$ cat src/rtl/dwca_pkg.sv
`default_nettype none
// ----------------------------------------------------------------------------
// dwca_pkg: shared definitions for the consumption average block
// Field widths, register indexes and reset values, and the command and status
// bundles that pass between the controller and the datapath.
// ----------------------------------------------------------------------------
package dwca_pkg;

  localparam int SPEED_W  = 15;
  localparam int POWER_W  = 19;
  localparam int AVG_W    = 20;
  localparam int WIN_W    = 26;
  localparam int MAXE_W   = 14;
  localparam int SUMD_W   = 27;
  localparam int CFG_IDX_W  = 2;
  localparam int CFG_DATA_W = 26;

  localparam int HISTORY_DEPTH_DEF = 16384;

  localparam logic [AVG_W-1:0] AVG_MAX = '1;

  // Register indexes of the configuration port.
  localparam logic [CFG_IDX_W-1:0] CFG_ENABLE    = 2'd0;
  localparam logic [CFG_IDX_W-1:0] CFG_MIN_SPEED = 2'd1;
  localparam logic [CFG_IDX_W-1:0] CFG_WINDOW    = 2'd2;
  localparam logic [CFG_IDX_W-1:0] CFG_MAX_ENTR  = 2'd3;

  localparam logic [SPEED_W-1:0] MIN_SPEED_RST = 15'd1000;
  localparam logic [WIN_W-1:0]   WINDOW_RST    = 26'd36360000;
  localparam logic [MAXE_W-1:0]  MAX_ENTR_RST  = 14'd10000;

  typedef struct packed {
    logic push;      // write the new entry and add it to the sums
    logic trim_rd;   // read the oldest entry
    logic pop;       // remove the oldest entry from the sums
    logic mult;      // clamp the energy sum and form energy * 1000
    logic div_step;  // one quotient bit
    logic finish;    // load the result and apply the entry limit
  } cmd_t;

  typedef struct packed {
    logic enable;
    logic need_pop;
    logic div_last;
    logic out_free;
  } sts_t;

endpackage
`default_nettype wire

$ cat src/rtl/dwca_ctrl.sv
`default_nettype none
// ----------------------------------------------------------------------------
// dwca_ctrl: sequencing state machine
// Accepts a tick, walks the trim loop, runs the multiply and the divider, and
// hands the result to the output register.
// ----------------------------------------------------------------------------
module dwca_ctrl (
  input  wire logic           clk,
  input  wire logic           rst_n,
  input  wire logic           in_valid,
  output logic                in_ready,
  input  wire dwca_pkg::sts_t sts,
  output dwca_pkg::cmd_t      cmd
);

  typedef enum logic [5:0] {
    ST_IDLE     = 6'b000001,
    ST_TRIM_CHK = 6'b000010,
    ST_TRIM_POP = 6'b000100,
    ST_MULT     = 6'b001000,
    ST_DIV      = 6'b010000,
    ST_FINISH   = 6'b100000
  } state_t;

  state_t state_r, state_nxt;

  always_ff @(posedge clk) begin
    if (!rst_n) begin
      state_r <= ST_IDLE;
    end else begin
      state_r <= state_nxt;
    end
  end

  always_comb begin
    state_nxt = state_r;
    cmd       = '0;
    in_ready  = 1'b0;
    case (state_r)
      ST_IDLE: begin
        in_ready = 1'b1;
        // A tick taken while disabled is dropped without touching the state.
        if (in_valid && sts.enable) begin
          cmd.push  = 1'b1;
          state_nxt = ST_TRIM_CHK;
        end
      end
      ST_TRIM_CHK: begin
        if (sts.need_pop) begin
          cmd.trim_rd = 1'b1;
          state_nxt   = ST_TRIM_POP;
        end else begin
          state_nxt = ST_MULT;
        end
      end
      ST_TRIM_POP: begin
        cmd.pop   = 1'b1;
        state_nxt = ST_TRIM_CHK;
      end
      ST_MULT: begin
        cmd.mult  = 1'b1;
        state_nxt = ST_DIV;
      end
      ST_DIV: begin
        cmd.div_step = 1'b1;
        if (sts.div_last) begin
          state_nxt = ST_FINISH;
        end
      end
      ST_FINISH: begin
        if (sts.out_free) begin
          cmd.finish = 1'b1;
          state_nxt  = ST_IDLE;
        end
      end
      default: begin
        state_nxt = ST_IDLE;
      end
    endcase
  end

endmodule
`default_nettype wire

$ cat config.mk
export PLATFORM = sky130hd
export DESIGN_NAME = dwca_ctrl
export DESIGN_NICKNAME = d
export VERILOG_FILES = /design/src/rtl/dwca_pkg.sv /design/src/rtl/dwca_ctrl.sv
export SDC_FILE = /design/constraint.sdc
export NUM_CORES = 1
export LEC_CHECK = 0
export BUFFER_PORTS_ARGS = -buffer_cell sky130_fd_sc_hd__buf_2
export CORE_AREA = 2 2 39 41
export CTS_CLUSTER_SIZE = 40
export DETAILED_ROUTE_END_ITERATION = 8
export DIE_AREA = 0 0 41 43
export GPL_TIMING_DRIVEN = 0
export PLACE_DENSITY = 0.53
export SYNTH_ARGS = -nofsm -noshare
export SYNTH_HDL_FRONTEND = slang
export SYNTH_SLANG_ARGS = --single-unit
$ cat constraint.sdc
create_clock -name clk -period 2.1 [get_ports clk]
set_input_delay 0.105 -clock clk [delete_from_list [all_inputs] [get_ports clk]]
set_output_delay 0.105 -clock clk [all_outputs]
set_load 0.05 [all_outputs]
==> run_results.csv, run 1 <==
group,metric,value,unit
status,status,"complete, no violations",
sta,fmax,566.3,MHz
floorplanning,io_pins,14,
global_route,grt_usage,0.1025,
layout,largest_reg_flops,6,
layout,num_antenna_cells,0,
critical_path,crit_type,"reg -> out",
layout,area_growth,32.53,%
pwr,total_power,0.0003861,W
placed_design,place.gp.congestion,0.7252,
placed_design,io_buffers,13,
critical_path,critPathMaxFanout,6,
critical_path,crit_path_start,"state_r[1]",
cts,htree_levels,1,
cts,cts.repair.resized,0,
critical_path,reg2reg_from,"state_r[1]",
cts,cts.sinks,6,
floorplanning,coreArea,0.001384,mm^2
cts,clk_pin_slew,0.05,ns
layout,post-route-util,0.3463,
placed_design,hpwl,599.4,um
floorplanning,fp-row-count,14,
route,avgViaCountPerCell,4.779,
logic_synthesis,ys_warn_count,0,
cts,cts_buffers,3,
logic_synthesis,netlist_instances,45,
critical_path,crit_arrival,1.66,ns
logic_synthesis,yosysSeqAreaShare,0.3322,
route,antenna_left,0,
floorplanning,dieWidth,41,um
critical_path,required,2.00,ns
logic_synthesis,postSynth.asyncResetShare,0,
route,drc,0,
layout,final_cell_mix,"buf_2 (14), dfxtp_1 (6), nand2_1 (4), nor2_1 (4)",
route,wl,773,um
flow_run,max-cap-violations,0,
placed_design,dp_cells,74,
layout,seqCellArea,120.1,um^2
critical_path,regToRegSetupSlack,0.36,ns
logic_synthesis,syn-cell-area,361.6,um^2
global_route,antenna_found_initial,0,
route,routedWlPerCell,10.04,um
critical_path,cp-end-kind,"primary output",
sta,finalSetupViolCount,0,
sta,finalClockSkew,0.005877,ns
pwr,ir_worst_vdd,0.0003171,V
sta,final.setup.tns,0,ns
cts,worstSkewPairLatency,0.25,ns
layout,layout.nets,70,
layout,drive_gt1_frac,0.3607,
logic_synthesis,ys_ff_latch,6,
pwr,power.density,805.6,mW/mm^2
layout,multi_input_area,235.2,um^2
route,drt-initial-drc-count,3,
sta,max_slew_margin,0.7205,
layout,top_regs,"state_r x6",
cts,post_cts_buffers,0,
global_route,grt_pass1_wl,1193,um
sta,finalCriticalPeriod,1.766,ns
global_route,overflow,0,
sta,tightest_slew,0.4154,ns
route,vias,368,
pwr,p_leak,0.2260,nW
sta,rsz0062_at_grt,"false",
logic_synthesis,ys_top_cells_by_area,"dfxtp_1 (33%), xnor2_1 (4.8%), nor3_1 (4.2%), nand2_1 (4.2%), nand3b_1 (4.2%)",
logic_synthesis,synth_cell_types,25,
logic_synthesis,synthFlopType,"dfxtp_1",
critical_path,critPathLaunchType,"register",
floorplanning,die-area,0.001763,mm^2
cts,max-clock-path-buffers,2,
critical_path,crit_path_end,"cmd[2]",
logic_synthesis,synth_top_cell_by_area,"dfxtp_1",
logic_synthesis,synth_enable_flop_cells,0,
layout,largest_register,"state_r",
critical_path,ff2ff_path_depth,4,
sta,hold_viol,0,
logic_synthesis,syn_area_per_cell,8.035,um^2
layout,stdcell_count,77,
logic_synthesis,syn-num-nets,52,
cts,holdBufCountCts,0,
floorplanning,initial_utilization,0.2613,
layout,fillers,150,
critical_path,r2r_end,"state_r[1]",
sta,drv_slew,0,
route,dr.pass1.iters,4,
cts,tritoncts,"done",
global_route,grt_pass1_vias,321,
global_route,grt_start_max_net_pins,9,
floorplanning,die_h,43,um
min_path,hold_class,"in -> reg",
layout,mostFrequentLayoutCell,"buf_2",
cts,root_buffer,"clkbuf_4",
logic_synthesis,synth_top_area_share,0.3322,
sta,post-route-period-util,0.8408,
## synthesized netlist by cell type, types with 2 or more instances
master and instances:
nor2_1 4, nor2b_1 2, dfxtp_1 6, inv_1 3, nor4_1 2, nand2_1 4
nand3b_1 2, nor3b_1 2, xnor2_1 2, nor3_1 3
## layer usage
layer / vias up / part of all wire / global-route usage
li1: 195 / - / -
met1: 159 / 0.47 / 0.1226
met2: 12 / 0.45 / 0.1438
met3: 2 / 0.058 / 0.04712
met4: 0 / 0.018 / 0.06000
met5: - / 0 / 0
## area by class of cell
| cell class | count | share of cell area |
|---|---|---|
| Buffer | 1 | 0.01044 |
| Clock buffer | 3 | 0.04700 |
| Inverter | 3 | 0.02350 |
| Multi-Input combinational cell | 35 | 0.4909 |
| Sequential cell | 6 | 0.2507 |
| Tap cell | 16 | 0.04178 |
| Timing Repair Buffer | 13 | 0.1358 |
## worst min-delay path by stage
stage | start | depth (start not counted) | slack [ns] | endpoint
6_report | sts[2] | 2 | 0.04 | state_r[3]
5_1_grt | sts[2] | 2 | 0.04 | state_r[3]
4_1_cts | sts[2] | 2 | 0.03 | state_r[3]
3_5_place_dp | sts[2] | 2 | 0.29 | state_r[3]
3_3_place_gp | sts[2] | 2 | 0.29 | state_r[3]
2_1_floorplan | sts[2] | 1 | 0.18 | state_r[3]
## power by group
group | switching [W] | leakage, nW | internal, W | total, W
clock network | 0.0000420 | 0.0138 | 0.0000647 | 0.000107
logic | 0.0000904 | 0.163 | 0.0000573 | 0.000148
registers | 0.00000796 | 0.0488 | 0.000124 | 0.000132
## critical path, stage by stage (launching register included)
cell     delay (ns)
dfxtp_1        0.35
or4_4          0.56
nor3b_2        0.21
buf_2          0.29
## through the flow
step,setup WS [ns],instance area (um^2),hold WS (ns)
after global placement,0.3699,456.7,0.2876
after detailed placement,0.3664,456.7,0.2881
after global routing,0.1391,479.2,0.03859
final,0.3343,479.2,0.04111
after floorplan,0.2382,371.6,0.1843
after CTS,0.3145,479.2,0.03283
## kinds of logic (layout without fill, tap and decap cells)
logic type,count (synthesis),in the layout,share of synthesized area
buffers and inverters,4,20,0.04497
AND/OR/NAND/NOR,26,26,0.4394
flip-flops,6,6,0.3322
XOR/XNOR,2,2,0.04845
AO/OA/AOI/OAI,7,7,0.1349
Power figures use the tool's default switching activity.
==> run 2: changes to the inputs <==
==> constraint.sdc (replaced) <==
create_clock -name clk -period 1.7 [get_ports clk]
set_input_delay 0.085 -clock clk [delete_from_list [all_inputs] [get_ports clk]]
set_output_delay 0.085 -clock clk [all_outputs]
set_load 0.05 [all_outputs]
==> run 2 against run 1 <==
The flow now finishes with violations (setup timing); final area up 7.0%; power up 24%; non-clock buffer count fell by 1; count of clock-buffer cells in the layout stayed put; first-iteration DRC count fell by 67%; global-route usage shrank 0.19 points; sequential power is 36% higher; die area stayed put; register-to-register slack got worse by 0.38 ns; sequential cell count did not move; routed wire length fell by 0.91%; critical path type is now reg -> reg; largest cell class unchanged; largest power group is now sequential cells; highest routed layer is now met3.
==> run_results.csv, run 2 (same netlist as run 1, synthesis figures left out) <==
group,metric,value,unit
status,status,"complete, but fails checks",
status,violations,"setup timing",
cts,max-clock-path-buffers,2,
layout,final_cell_mix,"buf_2 (9), clkbuf_4 (5), nand2_1 (4), nor2_1 (4), dfxtp_2 (4)",
floorplanning,coreArea,0.001384,mm^2
placed_design,io_buffers,13,
cts,post_cts_buffers,0,
critical_path,required,1.82,ns
route,drc,0,
sta,max_slew_margin,0.7652,
cts,cts.sinks,6,
critical_path,critPathMaxFanout,6,
critical_path,crit_arrival,1.84,ns
pwr,power.density,934.6,mW/mm^2
layout,drive_gt1_frac,0.4500,
layout,mostFrequentLayoutCell,"buf_2",
placed_design,place.gp.congestion,0.6639,
critical_path,critPathLaunchType,"register",
floorplanning,fp-row-count,14,
sta,final.setup.tns,-0.05572,ns
route,vias,357,
layout,largest_register,"state_r",
cts,htree_levels,1,
cts,holdBufCountCts,0,
route,avgViaCountPerCell,4.697,
sta,finalSetupViolCount,4,
critical_path,crit_type,"reg -> reg",
cts,worstSkewPairLatency,0.23,ns
sta,tightest_slew,0.3505,ns
floorplanning,die_h,43,um
layout,largest_reg_flops,6,
layout,num_antenna_cells,0,
sta,fin_ws,-0.01880,ns
sta,finalClockSkew,0.001222,ns
route,routedWlPerCell,10.08,um
layout,post-route-util,0.3707,
cts,clk_pin_slew,0.04,ns
floorplanning,die-area,0.001763,mm^2
cts,tritoncts,"done",
sta,hold_viol,0,
layout,seqCellArea,125.1,um^2
sta,drv_slew,0,
layout,top_regs,"state_r x6",
layout,layout.nets,69,
flow_run,max-cap-violations,0,
critical_path,cp-end-kind,"register",
route,drt-initial-drc-count,1,
layout,fin_area,513.0,um^2
layout,multi_input_area,251.5,um^2
sta,finalCriticalPeriod,1.719,ns
layout,area_growth,41.87,%
global_route,overflow,0,
route,dr.pass1.iters,3,
floorplanning,io_pins,14,
min_path,hold_class,"in -> reg",
placed_design,dpl_cell_area,457.9,um^2
placed_design,hpwl,602,um
global_route,grt_pass1_vias,293,
layout,fillers,153,
global_route,grt_start_max_net_pins,9,
cts,root_buffer,"clkbuf_4",
floorplanning,initial_utilization,0.2613,
route,wl,766,um
route,antenna_left,0,
pwr,ir_worst_vdd,0.0004015,V
global_route,grt_usage,0.1006,
sta,post-route-period-util,1.011,
global_route,antenna_found_initial,0,
sta,fmax,581.8,MHz
critical_path,regToRegSetupSlack,-0.02,ns
sta,rsz0062_at_grt,"true",
cts,cts_buffers,3,
floorplanning,dieWidth,41,um
pwr,p_leak,0.2391,nW
global_route,grt_pass1_wl,1173,um
run 2: where the power goes:
part           total (W)  internal [W]  switching [W]  leakage (nW)
combinational   0.000178     0.0000750       0.000103         0.175
sequential      0.000179      0.000156      0.0000229        0.0498
clock           0.000123     0.0000793      0.0000432        0.0138
total           0.000479      0.000310       0.000169         0.239
run 2: layout make-up:
cell class / instances / area share
inverters: 3 / 0.02195
clock buffers: 3 / 0.04390
multi-input cells: 35 / 0.4902
flip-flops and latches: 6 / 0.2439
repair buffers: 13 / 0.1610
well taps: 16 / 0.03902
run 2: through the flow:
step | cells | setup slack (ns) | hold WS (ns) | total power, W
final | 76 | -0.01880 | 0.02567 | 0.0004794
after global routing | 76 | -0.07262 | 0.02143 | 0.0005106
after CTS | 76 | -0.01204 | 0.01513 | 0.0004773
after detailed placement | 74 | -0.02510 | 0.2672 | 0.0003510
after global placement | 74 | -0.02644 | 0.2680 | 0.0003507
after floorplan | 45 | -0.1618 | 0.1643 | 0.0003127
run 2: worst paths after layout:
kind               from          to  depth (start not counted)
min reg2reg  state_r[2]  state_r[1]                          2
max          state_r[1]  state_r[1]                          4
min              sts[2]  state_r[3]                          2
max reg2reg  state_r[1]  state_r[1]                          4
run 2: critical path, stage by stage, from the launching register on:
cell and delay [ns]:
dfxtp_2 0.34, or4_4 0.55, or4b_4 0.53, o211ai_4 0.11, nor3_1 0.07
run 2: what timing repair did:
action,4_1_cts,5_1_grt
endpoints found under the hold margin,0,0
setup endpoints to repair,8,8
pin swaps,0,1
gates resized for setup,5,7
run 2: layer usage:
| metal | up-vias | wire (um) | track usage |
|---|---|---|---|
| met1 | 156 | 365 | 0.1392 |
| met5 | - | 0 | 0 |
| met4 | 0 | 0 | 0.1000 |
| met2 | 6 | 382 | 0.1219 |
| li1 | 195 | - | - |
| met3 | 0 | 18 | 0.01571 |
